$ cat config.mk
export PLATFORM = sky130hd
export DESIGN_NAME = pfse_div
export DESIGN_NICKNAME = d
export VERILOG_FILES = /design/src/sv/pfse_div.sv
export SDC_FILE = /design/constraint.sdc
export NUM_CORES = 1
export LEC_CHECK = 0
export BUFFER_PORTS_ARGS = -buffer_cell sky130_fd_sc_hd__buf_2
export CORE_MARGIN = 4
export CORE_UTILIZATION = 55
export CTS_BUF_LIST = sky130_fd_sc_hd__clkbuf_8
export DETAILED_ROUTE_END_ITERATION = 10
export HOLD_SLACK_MARGIN = 0.02
export PLACE_DENSITY_LB_ADDON = 0.2
export SYNTH_ARGS = -nofsm -noshare
export SYNTH_HDL_FRONTEND = slang
export SYNTH_SLANG_ARGS = --single-unit
$ cat constraint.sdc
create_clock -name clk_i -period 3.7 [get_ports clk_i]
set_clock_uncertainty 0.05 [all_clocks]
set_input_delay 0.37 -clock clk_i [delete_from_list [all_inputs] [get_ports clk_i]]
set_output_delay 0.37 -clock clk_i [all_outputs]
set_load 0.01 [all_outputs]
$ cat src/sv/pfse_div.sv
// Iterative restoring divider, one quotient bit per cycle.
// Uses no package items; instantiated by prime_factor_sieve_engine.
`timescale 1ns / 1ps

module pfse_div #(
  parameter int unsigned W = 32
) (
  input  logic         clk_i,
  input  logic         rst_ni,
  input  logic         start_i,
  input  logic [W-1:0] dividend_i,
  input  logic [W-1:0] divisor_i,
  output logic         done_o,
  output logic [W-1:0] quot_o,
  output logic [W-1:0] rem_o
);

  localparam int unsigned CNT_W = $clog2(W + 1);

  logic [CNT_W-1:0] cnt_q;
  logic             run_q, done_q;
  logic [W-1:0]     quo_q, dvs_q;
  logic [W:0]       rem_q;
  logic [W:0]       shifted;
  logic             fits;

  assign shifted = {rem_q[W-1:0], quo_q[W-1]};
  assign fits    = shifted >= {1'b0, dvs_q};

  always_ff @(posedge clk_i or negedge rst_ni) begin
    if (!rst_ni) begin
      cnt_q  <= '0;
      run_q  <= 1'b0;
      done_q <= 1'b0;
      quo_q  <= '0;
      dvs_q  <= '0;
      rem_q  <= '0;
    end else if (start_i) begin
      cnt_q  <= CNT_W'(W);
      run_q  <= 1'b1;
      done_q <= 1'b0;
      quo_q  <= dividend_i;
      dvs_q  <= divisor_i;
      rem_q  <= '0;
    end else if (run_q) begin
      // shift in one dividend bit, subtract when it fits
      rem_q <= fits ? (shifted - {1'b0, dvs_q}) : shifted;
      quo_q <= {quo_q[W-2:0], fits};
      cnt_q <= cnt_q - CNT_W'(1);
      if (cnt_q == CNT_W'(1)) begin
        run_q  <= 1'b0;
        done_q <= 1'b1;
      end
    end
  end

  assign done_o = done_q;
  assign quot_o = quo_q;
  assign rem_o  = rem_q[W-1:0];

endmodule
== Word-level counts from Yosys, hierarchy flattened ==
Index checks and enable logic that the tools add are counted.
Word-level totals
  flip-flop bits (word level): 104
  latch bits: 0
  memory bits (writable): 0
  memory bits (read-only): 0
  bits of input ports: 67
  output and inout port bits: 65
  logic and storage cells: 26
  memories: 0
Operators by class
  add/sub/neg operators: 2
  multipliers: 0
  divide/modulo/power cells: 0
  $lt $le $gt $ge: 1
  eq/ne operators: 1
  shifts and indexed selects: 0
  multiplexer cells: 13
  bitwise logic cells: 0
  reductions and logical operators: 3
Operator list (count)
  $mux 32: 5
  $ge 33x32->1: 1
  $sub 32x32->32: 1
  $mux 6: 2
  $eq 6x1->1 const B: 1
  $mux 1: 6
  $sub 6x1->6 const B: 1
  $reduce_bool 2->1: 2
  $reduce_and 2->1: 1

== Depth between registers and ports, before layout ==
  depth after elaboration: 4
  mapped depth: 13
  gate-level depth less buffers: 12

== Least setup slack after synthesis ==
No wires, ideal clock.
  path kind: flip-flop to flip-flop
  from: reg rem_q[21]
  to: reg rem_q[0]
  setup time: 0.094 ns
  data arrival time: 3.103 ns
  required time: 3.556 ns
  setup slack: 0.453 ns
  cell stages (with the launch flop): 12
  path buffers: 1
  clock period less this slack: 3.247 ns
  cell sequence: dfrtp_1 ha_1 buf_6 a21o_1 a2111oi_4 a22oi_1 a221o_1 a221o_1 a41oi_4 a21o_4 mux2_2 a211oi_1
Between the ends
  longest elaborated chain between the ends: 4
Ends and longest elaborated chain
  start: declaration: RTL line 23  | logic [W:0] rem_q;
  start signal: assignment: RTL line 47  | rem_q <= fits ? (shifted - {1'b0, dvs_q}) : shifted;
  $ge 33x32->1: RTL line 28  | assign fits = shifted >= {1'b0, dvs_q};
  $mux 32: RTL line 47
  $mux 32: RTL line 45  | end else if (run_q) begin
  $mux 32: RTL line 38  | end else if (start_i) begin
No other way between the ends. The select of a mux whose other input is x is not followed.
A chain may end at the register's enable or synchronous reset.

== Worst setup path in the final report ==
  from: reg rem_q[21]
  to: reg rem_q[1]
Same word-level chain as after synthesis.

==> results_dict.tcl <==
set metrics [dict create \
    status "completed" \
    antenna_found_initial 0 \
    clockBufferDepth 2 \
    post-route-util 0.661 \
    dieWidth_microns 115 \
    dr_total_vias 5370 \
    fin_area_sq_um 7290 \
    synthCells 698 \
    clk_pin_slew_ns 0.09 \
    setup_violations 0 \
    critPathCaptureType "flip-flop" \
    grt_pass1_vias 5391 \
    io_pins 132 \
    wl_per_cell_microns 15.8 \
    dp_hpwl_microns 11000 \
    ctsHoldBuffers 0 \
    met3_usage 0.0400 \
    clock_tree.root_cell "clkbuf_8" \
    use_met2 0.395 \
    clock-sinks 104 \
    synthSimpleGateAreaFrac 0.137 \
    tightestPinTransition_ns 0.954 \
    criticalPathCategory "flip-flop to flip-flop" \
    drive_gt1_frac 0.209 \
    finalHoldViolations 0 \
    reg2reg_to "rem_q[1]" \
    maxSlewViolCount 0 \
    gp_congestion 0.882 \
    portBuffers 131 \
    placed_cell_area_sq_um 7070 \
    seq_area_sq_um 2610 \
    async_reset_ff_frac 1.00 \
    yosys_warnings 0 \
    coreArea_sq_um 11000 \
    use_met1 0.303 \
    fin_crit_sh 0.933 \
    peakVddDrop_mv 0.340 \
    grt_pass1_wl_microns 25400 \
    multi_input_area_sq_um 3390 \
    drv_cap 0 \
    cp-start-kind "flip-flop" \
    num_rows 38 \
    synth-compound-area-share 0.203 \
    worst_ep_arrival_time_ns 3.69 \
    maxSlewHeadroom 0.364 \
    rsz0062_at_grt "no" \
    htreeDepth 3 \
    numCtsBuffers 9 \
    nets 909 \
    reg2reg_setup_slack_ns 0.25 \
    synth_xor_area_frac 0.0429 \
    die_h_microns 115 \
    synth_top_cell_area_share 0.411 \
    setup_tns_ns 0 \
    ys.flop_type "dfrtp_1" \
    worstSkewPairLatency_ns 0.38 \
    grt_busiest_layer "met2" \
    timing.rr.start "rem_q[21]" \
    vias_per_cell 5.65 \
    worst_slack_ns 0.249 \
    initial_utilization 0.573 \
    synth-seq-cells 104 \
    synthTopCellsByCount "dfrtp_1 (104), nand2_1 (102), o21ai_0 (78), nor2_1 (51), mux2i_1 (49)" \
    fill_cells 953 \
    cts_resized 0 \
    synth_top_family_by_area "compound AO/OA/AOI/OAI gates" \
    ys_top_cells_by_area "dfrtp_1 (41%), mux2i_1 (7.8%), ha_1 (6.7%)" \
    antennaDiodeCount 0 \
    grt_max_degree 91 \
    synth.most_common_cell "dfrtp_1" \
    dr.pass1.iters 4 \
    grtUsageTotal 0.234 \
    post_cts_buffers 0 \
    p_leak_nw 3.86 \
    synth_fa_ha_area_frac 0.0704 \
    synth.avg_cell_area_sq_um 9.06 \
    synth_mux_area_frac 0.0829 \
    cts_tree "done" \
    syn_nets 800 \
    grt_overflow 0 \
    dp_slack_ns 0.262 \
    ff2ff_path_depth 10 \
    fin_crit_ns 3.45 \
    syn_area_sq_um 6320 \
    seq_area_frac_synth 0.411 \
    syn2layout_area_growth_pct 15.3 \
    required_ns 3.94 \
    yosys.cell_types.count 57 \
    p_per_area_nw_per_um2 705 \
    synth_top_area_cell "dfrtp_1" \
    synth_edf_count 0 \
    drt_iter0_drc 308 \
    drcViolationCount 0 \
    max_clock_freq_ghz 0.290 \
    wl_microns 15000 \
    crit_path_max_fanout 8 \
    dieArea_sq_um 13300 \
    hp-class "input port to asynchronous set/reset pin" \
    ant_nets 0 \
]
## how the worst max path moves through the flow
stage | from | end | slack (ns)
2_1_floorplan | rem_q[21] | rem_q[0] | 0.45
3_3_place_gp | rem_q[21] | rem_q[0] | 0.37
3_5_place_dp | rem_q[21] | rem_q[0] | 0.26
4_1_cts | rem_q[21] | rem_q[1] | 0.24
5_1_grt | rem_q[21] | rem_q[0] | 0.07
6_report | rem_q[21] | rem_q[1] | 0.25
## cells by family after synthesis
logic type	count (synthesis)
AND/OR/NAND/NOR	200
AO/OA/AOI/OAI	194
flip-flops	104
buffers and inverters	82
multiplexers	52
adder cells (fa/ha/maj)	35
XOR/XNOR	31
## stage by stage
stage	instances	hold WS, ns	power [mW]
3_5_place_dp	936	0.471	4.31
4_1_cts	950	0.110	5.16
6_report	950	0.0614	5.14
5_1_grt	950	0.144	5.54
2_1_floorplan	698	0.0244	3.60
3_3_place_gp	936	0.460	4.24
## layout make-up
type	count	share of cell area
Timing Repair Buffer	140	0.102
Clock inverter	5	0.0136
Sequential cell	104	0.358
Multi-Input combinational cell	512	0.466
Clock buffer	9	0.0170
Inverter	40	0.0206
Tap cell	140	0.0240
## flip-flops by register name, summed over array words and instances (netlist names)
register,count
rem_q,32
run_q,1
quot_o,32
dvs_q,32
cnt_q,6
done_o,1
## cell usage in the layout (no fill, tap or decap), types with 4 or more instances in the layout
cell type,n
nand2_1,102
nor2b_1,4
and2_1,5
xnor2_1,21
a31oi_1,11
nand4_1,7
a311oi_1,7
a21oi_1,29
dfrtp_1,103
inv_1,41
nor2_1,51
nand3_1,6
nor3_1,6
nor4_1,5
xor2_1,10
o21ai_0,78
mux2i_1,49
nand2b_1,5
buf_4,10
buf_2,129
o211ai_1,5
a21o_1,11
a211oi_1,18
clkbuf_8,9
ha_1,34
## critical path, cell delays in order, from the launching register on
cell	delay (ns)
dfrtp_1	0.42
ha_1	0.41
a21o_1	0.25
a2111oi_4	0.31
a22oi_1	0.12
a221o_1	0.33
a221o_1	0.37
a41oi_4	0.30
a21o_4	0.22
mux2_2	0.34
a211oi_1	0.24
## power by group
group          leakage (nW)  switching [mW]  internal, mW
logic                  2.43            1.51          1.18
clock network         0.116           0.383         0.439
registers              1.32           0.261          1.37
total                  3.86            2.15          2.99
## layer usage
layer,up-vias,part of all wire,wire length (microns)
met2,126,0.48,7220
met4,0,0.018,268
li1,2666,-,-
met3,18,0.053,790
met1,2560,0.45,6760
met5,-,0,0
Note: power is estimated with default switching activity, not from simulation.
